$ cat config.mk
export PLATFORM = sky130hd
export DESIGN_NAME = shelf_rectangle_packer_flat
export DESIGN_NICKNAME = d
export VERILOG_FILES = /design/src/hdl/srp_pkg.sv /design/src/hdl/srp_if.sv /design/src/hdl/srp_ram.sv /design/src/hdl/srp_fit.sv /design/src/hdl/shelf_rectangle_packer.sv /design/src/flat_wrapper.sv
export SDC_FILE = /design/constraint.sdc
export NUM_CORES = 2
export LEC_CHECK = 0
export BUFFER_PORTS_ARGS = -buffer_cell sky130_fd_sc_hd__buf_2
export CORE_ASPECT_RATIO = 0.75
export CORE_MARGIN = 5
export CORE_UTILIZATION = 25
export DETAILED_ROUTE_END_ITERATION = 7
export PLACE_DENSITY = 0.51
export SYNTH_ARGS = -nofsm -noshare
export SYNTH_HDL_FRONTEND = slang
export SYNTH_SLANG_ARGS = --single-unit
$ cat constraint.sdc
create_clock -name clk -period 9.2 [get_ports clk]
set_clock_uncertainty 0.15 [all_clocks]
set_input_delay 0.92 -clock clk [delete_from_list [all_inputs] [get_ports clk]]
set_output_delay 0.92 -clock clk [all_outputs]
set_load 0.01 [all_outputs]
$ cat src/hdl/srp_pkg.sv
// ----------------------------------------------------------------------------
// srp_pkg
// Types and constants shared by the shelf rectangle packer modules.
// ----------------------------------------------------------------------------
package srp_pkg;

  // Field widths fixed by the interface.
  localparam int DIM_W   = 15;
  localparam int AREA_W  = 29;
  localparam int CFG_IDX_W = 1;

  // Configuration register indexes.
  localparam logic [CFG_IDX_W-1:0] CFG_CANVAS_WIDTH  = 1'b0;
  localparam logic [CFG_IDX_W-1:0] CFG_CANVAS_HEIGHT = 1'b1;

  // Canvas size after reset.
  localparam logic [DIM_W-1:0] CANVAS_RESET = 15'd4096;

  // Largest value the area accumulator can hold.
  localparam logic [AREA_W-1:0] AREA_MAX = '1;

  typedef logic [DIM_W-1:0]  dim_t;
  typedef logic [AREA_W-1:0] area_t;

  // One shelf table entry.
  typedef struct packed {
    dim_t height;
    dim_t top;
    dim_t fill;
  } shelf_t;

  // Result of the shared add and compare unit.
  typedef struct packed {
    logic           fits;
    logic [DIM_W:0] sum;
  } fit_t;

  // Sequencer states.
  typedef enum logic [2:0] {
    ST_IDLE,
    ST_SCAN,
    ST_NEW,
    ST_MUL,
    ST_ACC,
    ST_DONE
  } state_t;

endpackage

$ cat src/hdl/srp_if.sv
// ----------------------------------------------------------------------------
// srp_if
// Valid/ready channel interfaces for requests, results and configuration.
// ----------------------------------------------------------------------------
interface srp_in_if;
  logic                valid;
  logic                ready;
  srp_pkg::dim_t       rect_width;
  srp_pkg::dim_t       rect_height;

  modport source (output valid, output rect_width, output rect_height, input ready);
  modport sink   (input valid, input rect_width, input rect_height, output ready);
endinterface

interface srp_out_if;
  logic                valid;
  logic                ready;
  logic                placed;
  srp_pkg::dim_t       place_left;
  srp_pkg::dim_t       place_top;
  srp_pkg::dim_t       place_width;
  srp_pkg::dim_t       place_height;
  srp_pkg::area_t      area_used;

  modport source (output valid, output placed, output place_left, output place_top,
                  output place_width, output place_height, output area_used,
                  input ready);
  modport sink   (input valid, input placed, input place_left, input place_top,
                  input place_width, input place_height, input area_used,
                  output ready);
endinterface

interface srp_cfg_if;
  logic                              valid;
  logic                              ready;
  logic [srp_pkg::CFG_IDX_W-1:0]     reg_index;
  srp_pkg::dim_t                     wdata;

  modport source (output valid, output reg_index, output wdata, input ready);
  modport sink   (input valid, input reg_index, input wdata, output ready);
endinterface

$ cat src/hdl/srp_ram.sv
// ----------------------------------------------------------------------------
// srp_ram
// Generic single-write, single-read RAM with a registered read port.
// ----------------------------------------------------------------------------
module srp_ram #(
  parameter int WIDTH = 8,
  parameter int DEPTH = 16,
  parameter int AW    = (DEPTH > 1) ? $clog2(DEPTH) : 1
) (
  input  logic             clk,
  input  logic             we,
  input  logic [AW-1:0]    waddr,
  input  logic [WIDTH-1:0] wdata,
  input  logic [AW-1:0]    raddr,
  output logic [WIDTH-1:0] rdata
);

  logic [WIDTH-1:0] mem [DEPTH];

  // Write port.
  always_ff @(posedge clk) begin
    if (we) begin
      mem[waddr] <= wdata;
    end
  end

  // Registered read port.
  always_ff @(posedge clk) begin
    rdata <= mem[raddr];
  end

endmodule

$ cat src/hdl/srp_fit.sv
// ----------------------------------------------------------------------------
// srp_fit
// Shared add and compare unit: checks whether a base plus an extent stays
// within a limit, either inclusive (shelf width) or strict (canvas height).
// ----------------------------------------------------------------------------
module srp_fit (
  input  srp_pkg::dim_t base,
  input  srp_pkg::dim_t extent,
  input  srp_pkg::dim_t limit,
  input  logic          strict,
  output srp_pkg::fit_t res
);
  import srp_pkg::*;

  logic [DIM_W:0] sum;

  // One wide add and one compare.
  always_comb begin
    sum      = {1'b0, base} + {1'b0, extent};
    res.sum  = sum;
    res.fits = strict ? (sum < {1'b0, limit}) : (sum <= {1'b0, limit});
  end

endmodule

$ cat src/hdl/shelf_rectangle_packer.sv
// ----------------------------------------------------------------------------
// shelf_rectangle_packer
// First-fit shelf packer: scans the shelf table one entry per cycle through
// a shared add/compare unit, opens a new shelf when none fits, and keeps a
// saturating running sum of the placed area.
// Sequence: an accepted request scans the shelves, opens a new shelf when
//   none fits, then multiplies and accumulates the area; a failure goes
//   straight to the result. A new request waits until the result is taken;
//   the scan of up to MAX_SHELVES entries uses the single RAM read port.
// Reset: synchronous, clears the shelf count, next top, area and sets the
//   canvas to 4096 x 4096; the shelf table RAM itself is not cleared.
// ----------------------------------------------------------------------------
module shelf_rectangle_packer #(
  parameter int MAX_SHELVES = 64
) (
  input  logic      clk,
  input  logic      rst_n,
  srp_in_if.sink    in_port,
  srp_out_if.source out_port,
  srp_cfg_if.sink   cfg_port
);
  import srp_pkg::*;

  localparam int IDX_W = (MAX_SHELVES > 1) ? $clog2(MAX_SHELVES) : 1;
  localparam int CNT_W = $clog2(MAX_SHELVES + 1);
  localparam logic [CNT_W-1:0] CNT_MAX = CNT_W'(MAX_SHELVES);

  state_t             state_r, state_nxt;
  logic [IDX_W-1:0]   idx_r, idx_nxt;
  logic [CNT_W-1:0]   cnt_r, cnt_nxt;
  dim_t               ntop_r, ntop_nxt;
  area_t              area_r, area_nxt;
  dim_t               cw_r, ch_r;
  dim_t               w_r, h_r;
  dim_t               left_r, left_nxt;
  dim_t               top_r, top_nxt;
  logic               ok_r, ok_nxt;
  logic [2*DIM_W-1:0] prod_r;
  logic [AREA_W+1:0]  total;

  logic               ram_we;
  logic [IDX_W-1:0]   ram_waddr;
  shelf_t             ram_wdata;
  shelf_t             ram_q;

  dim_t               fit_base, fit_extent, fit_limit;
  logic               fit_strict;
  fit_t               fit_res;
  logic               hit;
  logic               last;

  // Shelf table.
  srp_ram #(
    .WIDTH ($bits(shelf_t)),
    .DEPTH (MAX_SHELVES),
    .AW    (IDX_W)
  ) u_table (
    .clk   (clk),
    .we    (ram_we),
    .waddr (ram_waddr),
    .wdata (ram_wdata),
    .raddr (idx_nxt),
    .rdata (ram_q)
  );

  // The add/compare unit checks shelf width while scanning and canvas height
  // when a new shelf is considered.
  always_comb begin
    if (state_r == ST_SCAN) begin
      fit_base   = ram_q.fill;
      fit_extent = w_r;
      fit_limit  = cw_r;
      fit_strict = 1'b0;
    end else begin
      fit_base   = ntop_r;
      fit_extent = h_r;
      fit_limit  = ch_r;
      fit_strict = 1'b1;
    end
  end

  srp_fit u_fit (
    .base   (fit_base),
    .extent (fit_extent),
    .limit  (fit_limit),
    .strict (fit_strict),
    .res    (fit_res)
  );

  assign hit  = (ram_q.height == h_r) && fit_res.fits;
  assign last = ({{(CNT_W-IDX_W){1'b0}}, idx_r} + CNT_W'(1)) == cnt_r;

  // Saturating area sum.
  assign total = {2'b00, area_r} + {1'b0, prod_r};

  // Next state.
  always_comb begin
    state_nxt = state_r;
    unique case (state_r)
      ST_IDLE: begin
        if (in_port.valid) begin
          state_nxt = (cnt_r != '0) ? ST_SCAN : ST_NEW;
        end
      end
      ST_SCAN: begin
        if (hit) begin
          state_nxt = ST_MUL;
        end else if (last) begin
          state_nxt = ST_NEW;
        end
      end
      ST_NEW: begin
        if (cnt_r < CNT_MAX && fit_res.fits) begin
          state_nxt = ST_MUL;
        end else begin
          state_nxt = ST_DONE;
        end
      end
      ST_MUL:  state_nxt = ST_ACC;
      ST_ACC:  state_nxt = ST_DONE;
      ST_DONE: begin
        if (out_port.ready) begin
          state_nxt = ST_IDLE;
        end
      end
      default: state_nxt = ST_IDLE;
    endcase
  end

  // Datapath control.
  always_comb begin
    idx_nxt   = idx_r;
    cnt_nxt   = cnt_r;
    ntop_nxt  = ntop_r;
    area_nxt  = area_r;
    left_nxt  = left_r;
    top_nxt   = top_r;
    ok_nxt    = ok_r;
    ram_we    = 1'b0;
    ram_waddr = idx_r;
    ram_wdata = ram_q;
    unique case (state_r)
      ST_IDLE: begin
        idx_nxt = '0;
      end
      ST_SCAN: begin
        if (hit) begin
          // Place at the shelf's old used width and grow it.
          ram_we         = 1'b1;
          ram_wdata.fill = fit_res.sum[DIM_W-1:0];
          left_nxt       = ram_q.fill;
          top_nxt        = ram_q.top;
          ok_nxt         = 1'b1;
        end else if (!last) begin
          idx_nxt = idx_r + IDX_W'(1);
        end
      end
      ST_NEW: begin
        if (cnt_r < CNT_MAX && fit_res.fits) begin
          // Open a new shelf at the next free top.
          ram_we           = 1'b1;
          ram_waddr        = cnt_r[IDX_W-1:0];
          ram_wdata.height = h_r;
          ram_wdata.top    = ntop_r;
          ram_wdata.fill   = w_r;
          cnt_nxt          = cnt_r + CNT_W'(1);
          ntop_nxt         = fit_res.sum[DIM_W-1:0];
          left_nxt         = '0;
          top_nxt          = ntop_r;
          ok_nxt           = 1'b1;
        end else begin
          left_nxt = '0;
          top_nxt  = '0;
          ok_nxt   = 1'b0;
        end
      end
      ST_ACC: begin
        area_nxt = (total > {2'b00, AREA_MAX}) ? AREA_MAX : total[AREA_W-1:0];
      end
      ST_MUL, ST_DONE: begin
      end
      default: begin
      end
    endcase
  end

  // Control registers.
  always_ff @(posedge clk) begin
    if (!rst_n) begin
      state_r <= ST_IDLE;
      cnt_r   <= '0;
      ntop_r  <= '0;
      area_r  <= '0;
      cw_r    <= CANVAS_RESET;
      ch_r    <= CANVAS_RESET;
      ok_r    <= 1'b0;
    end else begin
      state_r <= state_nxt;
      cnt_r   <= cnt_nxt;
      ntop_r  <= ntop_nxt;
      area_r  <= area_nxt;
      ok_r    <= ok_nxt;
      if (cfg_port.valid) begin
        unique case (cfg_port.reg_index)
          CFG_CANVAS_WIDTH:  cw_r <= cfg_port.wdata;
          CFG_CANVAS_HEIGHT: ch_r <= cfg_port.wdata;
          default: begin
          end
        endcase
      end
    end
  end

  // Payload registers.
  always_ff @(posedge clk) begin
    idx_r  <= idx_nxt;
    left_r <= left_nxt;
    top_r  <= top_nxt;
    if (state_r == ST_IDLE && in_port.valid) begin
      w_r <= in_port.rect_width;
      h_r <= in_port.rect_height;
    end
    if (state_r == ST_MUL) begin
      prod_r <= (2*DIM_W)'(w_r) * (2*DIM_W)'(h_r);
    end
  end

  // Handshakes and result word.
  assign in_port.ready         = (state_r == ST_IDLE);
  assign cfg_port.ready        = 1'b1;
  assign out_port.valid        = (state_r == ST_DONE);
  assign out_port.placed       = ok_r;
  assign out_port.place_left   = left_r;
  assign out_port.place_top    = top_r;
  assign out_port.place_width  = ok_r ? w_r : '0;
  assign out_port.place_height = ok_r ? h_r : '0;
  assign out_port.area_used    = area_r;

endmodule

$ cat src/flat_wrapper.sv
// flat-port wrapper written by rule: the top's interface ports become plain ports
module shelf_rectangle_packer_flat import srp_pkg::*;
#(
  parameter int MAX_SHELVES = 64
)
  (clk, rst_n, in_port_valid, in_port_rect_width, in_port_rect_height, in_port_ready, out_port_valid, out_port_placed, out_port_place_left, out_port_place_top, out_port_place_width, out_port_place_height, out_port_area_used, out_port_ready, cfg_port_valid, cfg_port_reg_index, cfg_port_wdata, cfg_port_ready);
  srp_in_if in_port_i ();
  srp_out_if out_port_i ();
  srp_cfg_if cfg_port_i ();
  input  logic clk;
  input  logic rst_n;
  input wire logic [$bits(in_port_i.valid)-1:0] in_port_valid;
  input wire logic [$bits(in_port_i.rect_width)-1:0] in_port_rect_width;
  input wire logic [$bits(in_port_i.rect_height)-1:0] in_port_rect_height;
  output wire logic [$bits(in_port_i.ready)-1:0] in_port_ready;
  output wire logic [$bits(out_port_i.valid)-1:0] out_port_valid;
  output wire logic [$bits(out_port_i.placed)-1:0] out_port_placed;
  output wire logic [$bits(out_port_i.place_left)-1:0] out_port_place_left;
  output wire logic [$bits(out_port_i.place_top)-1:0] out_port_place_top;
  output wire logic [$bits(out_port_i.place_width)-1:0] out_port_place_width;
  output wire logic [$bits(out_port_i.place_height)-1:0] out_port_place_height;
  output wire logic [$bits(out_port_i.area_used)-1:0] out_port_area_used;
  input wire logic [$bits(out_port_i.ready)-1:0] out_port_ready;
  input wire logic [$bits(cfg_port_i.valid)-1:0] cfg_port_valid;
  input wire logic [$bits(cfg_port_i.reg_index)-1:0] cfg_port_reg_index;
  input wire logic [$bits(cfg_port_i.wdata)-1:0] cfg_port_wdata;
  output wire logic [$bits(cfg_port_i.ready)-1:0] cfg_port_ready;
  assign in_port_i.valid = in_port_valid;
  assign in_port_i.rect_width = in_port_rect_width;
  assign in_port_i.rect_height = in_port_rect_height;
  assign in_port_ready = in_port_i.ready;
  assign out_port_valid = out_port_i.valid;
  assign out_port_placed = out_port_i.placed;
  assign out_port_place_left = out_port_i.place_left;
  assign out_port_place_top = out_port_i.place_top;
  assign out_port_place_width = out_port_i.place_width;
  assign out_port_place_height = out_port_i.place_height;
  assign out_port_area_used = out_port_i.area_used;
  assign out_port_i.ready = out_port_ready;
  assign cfg_port_i.valid = cfg_port_valid;
  assign cfg_port_i.reg_index = cfg_port_reg_index;
  assign cfg_port_i.wdata = cfg_port_wdata;
  assign cfg_port_ready = cfg_port_i.ready;
  shelf_rectangle_packer #(.MAX_SHELVES(MAX_SHELVES)) u_core (.clk(clk), .rst_n(rst_n), .in_port(in_port_i), .out_port(out_port_i), .cfg_port(cfg_port_i));
endmodule
==> key figures <==
Status
  – Status: finished with violations
  – Violated checks: max-capacitance violations, max-slew violations

Cells and area
  – Finished Core Util: 29.29%
  – Most common cell after layout, fill and taps aside: edfxtp_1
  – Final net count: 10130
  – Layout area overhead: 16.69%
  – Share of cells above drive strength 1: 15.17%
  – Fillers: 53340
  – Most frequent cells in the layout: edfxtp_1 (2970), nand2_1 (1681), mux2i_1 (825)
  – Final Cell Area: 156000 um2

GRT
  – First-pass GRT wire length: a little over 600000 um
  – Initial antenna violation count: 37
  – Largest net degree at the start of global routing: between 100 and 150
  – Vias in the first global route: 77430
  – Gr usage total: 15.06%
  – Total gr overflow: 0

Logic synthesis
  – Ys flop type: edfxtp_1
  – Syn_nets: 9833
  – Synth top area share: between 60% and 70%
  – Largest area contributor in the netlist: edfxtp_1
  – Post-Syn Instances: 9457
  – Post-synth EDFFs: 2970
  – Ys async rst share: 0%
  – #FFs+latches synth: 3106
  – Synth top area cells: edfxtp_1 (67%), mux2i_1 (6.2%), nand2_1 (4.9%), fa_1 (2.5%), mux2_2 (2.2%)
  – Post-Syn Area: approximately 130000 um2
  – Syn avg cell area: 14.14 um2
  – YS warnings: 0
  – Register area share after synthesis: 68.74%
  – Netlist cell types: 85

Critical path
  – CP max-delay cell: a2111oi_1
  – WP data required: 9.84 ns
  – Critical Path AT: 9.68 ns
  – Crit Path Class: flop to flop
  – Crit path max-delay family: compound AO/OA/AOI/OAI gates
  – Critical register-to-register path startpoint: u_core.state_r[1]$_SDFFE_PN0P_
  – FF-to-FF setup slack: between 0.15 and 0.2 ns
  – Worst setup SP type: flop
  – Critical path launch point: u_core.state_r[1]$_SDFFE_PN0P_
  – Bufs and invs on worst path: 8
  – CP max stage delay: 0.53 ns
  – Critical Path Sink Type: flop
  – CP max FO: 28

Clock tree
  – Maximum clock insertion buffer count: 4
  – TritonCTS Buffers: 295
  – Root Buffer: clkbuf_16
  – Clk sinks: around 3100
  – CTS H-Tree Depth: 5
  – TritonCTS clock tree: done
  – Clk slew on worst S/H paths: 0.07 ns
  – Worst-skew pair later-pin latency: 0.92 ns

STA
  – Final slew viol count: 8
  – Worst Setup Slack, final: approximately 0.15 ns
  – RSZ-0062 raised after global routing: yes
  – Final Hold Viols: 0
  – Fin crit share: 98.34%
  – Slew @ Worst Pin: roughly 1.6 ns
  – Max-Slew Margin vs Limit: -6.073%
  – Achievable Freq: 0.1105 GHz
  – Period minus WS final: 9.048 ns
  – Final setup fails: 0

Die
  – Core Region: 532700 um2
  – Num rows: 232
  – Die X: 854.4 um
  – Io pins: 144
  – Initial Util: between 20% and 30%
  – Die H: 643.3 um
  – Area of the die: 549700 um2

Placement
  – Routability cong.: 0.8172
  – IO Port Bufs: 142
  – Detailed placer's ending HPWL: 250300 um
  – Pre-CTS setup slack: -0.4818 ns
  – Placed cell area: 146100 um2

Routing
  – Met2 WL post-DR: approximately 170000 um
  – Final WL: ~430000 um
  – Vias: around 83000
  – First-pass DRT Iterations: 6
  – Wirelength per Cell: 25.34 um
  – Vias per inst: slightly below 5
  – Antenna viol nets, final: 0
  – Met3 WL: approximately 43000 um
  – Wl on met1: approximately 210000 um
  – DRC viols: 0
  – Max layer used: met5
  – Drt first-iter violations: 10610

Power
  – LEAKAGE: 56.96 nW
  – Pwr Density: 405.3 nW/um2
  – Worst vdd ir: ~1.7 mV
  – Tot Pwr: 63.24 mW

Worst hold path
  – Hold path startpoint: in_port_rect_height[0]
  – Hold Path Class: input pin to flop

Run
  – Max-capacitance violation count: 1
## where the power goes
part | internal [mW] | leakage, nW | total (mW) | switching (mW)
clock | 6.62 | 4.47 | 12.1 | 5.44
combinational | 11.4 | 24.6 | 30.8 | 19.4
sequential | 19.9 | 27.9 | 20.4 | 0.516
total | 37.9 | 57.0 | 63.2 | 25.4
## synthesized netlist by cell type, drive strengths merged, types with 4 or more instances
cell type and instances:
edfxtp 2970, nand2 1729, mux2i 825, nand3 571
clkbuf 340, inv 280, buf 268, mux2 258
a21oi 251, a31oi 194, fa 169, ha 156
and2 154, dfxtp 136, nor2 130, o21ai 125
and3 103, a311o 93, a221oi 91, o22ai 91
xnor2 55, a2111oi 50, a32oi 48, o41ai 46
o31a 45, xor2 31, o221a 29, a21o 23
nor2b 19, nor3 18, a22oi 13, nand4 13
nor4 13, o21bai 13, o21a 11, a22o 10
a211oi 9, nand2b 9, or2 9, a41oi 6
nor3b 5, a211o 4, o31ai 4
## per-layer routing
metal	up-vias	track usage [%]
met5	-	0
met4	2	2.843
met3	451	3.401
met2	3621	20.40
met1	42750	24.14
li1	35930	-
## metrics by stage
step / std cells / hold WS [ns] / TNS (ns)
floorplan: 9457 / 0.2829 / -411.18
detailed placement: 16560 / 0.2960 / -1.923
CTS: 17080 / 0.0005038 / 0
finish: 17140 / 0.07679 / 0
global route: 17120 / 0.02482 / -0.3669
global placement: 16560 / 0.2912 / -104.56
## area by class of cell
cell class                 count  area (um2)  share of cell area [%]
tap                         7137        8930                   5.724
antenna                       16       40.04                 0.02566
inverter                     280        1090                  0.6985
timing repair inverter         1       8.758                0.005614
sequential                  3106       91910                   58.91
multi-input combinational   5467       39190                   25.12
clock buffer                 390        8038                   5.152
clock inverter               132        1116                  0.7153
timing repair buffer         606        5703                   3.655
## timing repair
action | CTS | global route
setup endpoints to repair | 58 | 804
hold buffers | 3 | 0
resized for setup | 9 | 37
pin swaps | 0 | 10
gates cloned | 0 | 7
setup buffers | 0 | 29
hold endpoints to repair | 3 | 0
## sequential cells by signal, indices dropped and copies added (netlist names), 29 cells and up
register / cells
u_core.out_port.area_used: 29
u_core.prod_r: 30
u_core.u_table.mem: 2880
u_core.u_table.rdata: 45
## final timing paths
kind                                      end  cells after the start
max          u_core.u_table.rdata[39]$_DFF_P_                     33
min                   u_core.h_r[0]$_DFFE_PP_                      1
max reg2reg  u_core.u_table.rdata[39]$_DFF_P_                     33
min reg2reg      u_core.ch_r[10]$_SDFFE_PN0P_                      2
## logic make-up after synthesis
family / Yosys count / share of synthesized area, %
fa+ha+maj: 325 / 3.990
flops: 3106 / 68.74
other cells: 1 / 0.002805
xor+xnor: 86 / 0.5634
mux: 1083 / 8.352
compound gates: 1179 / 6.412
buf+inv: 888 / 2.857
simple gates: 2789 / 9.079
Note: power is estimated with default switching activity, not from simulation.
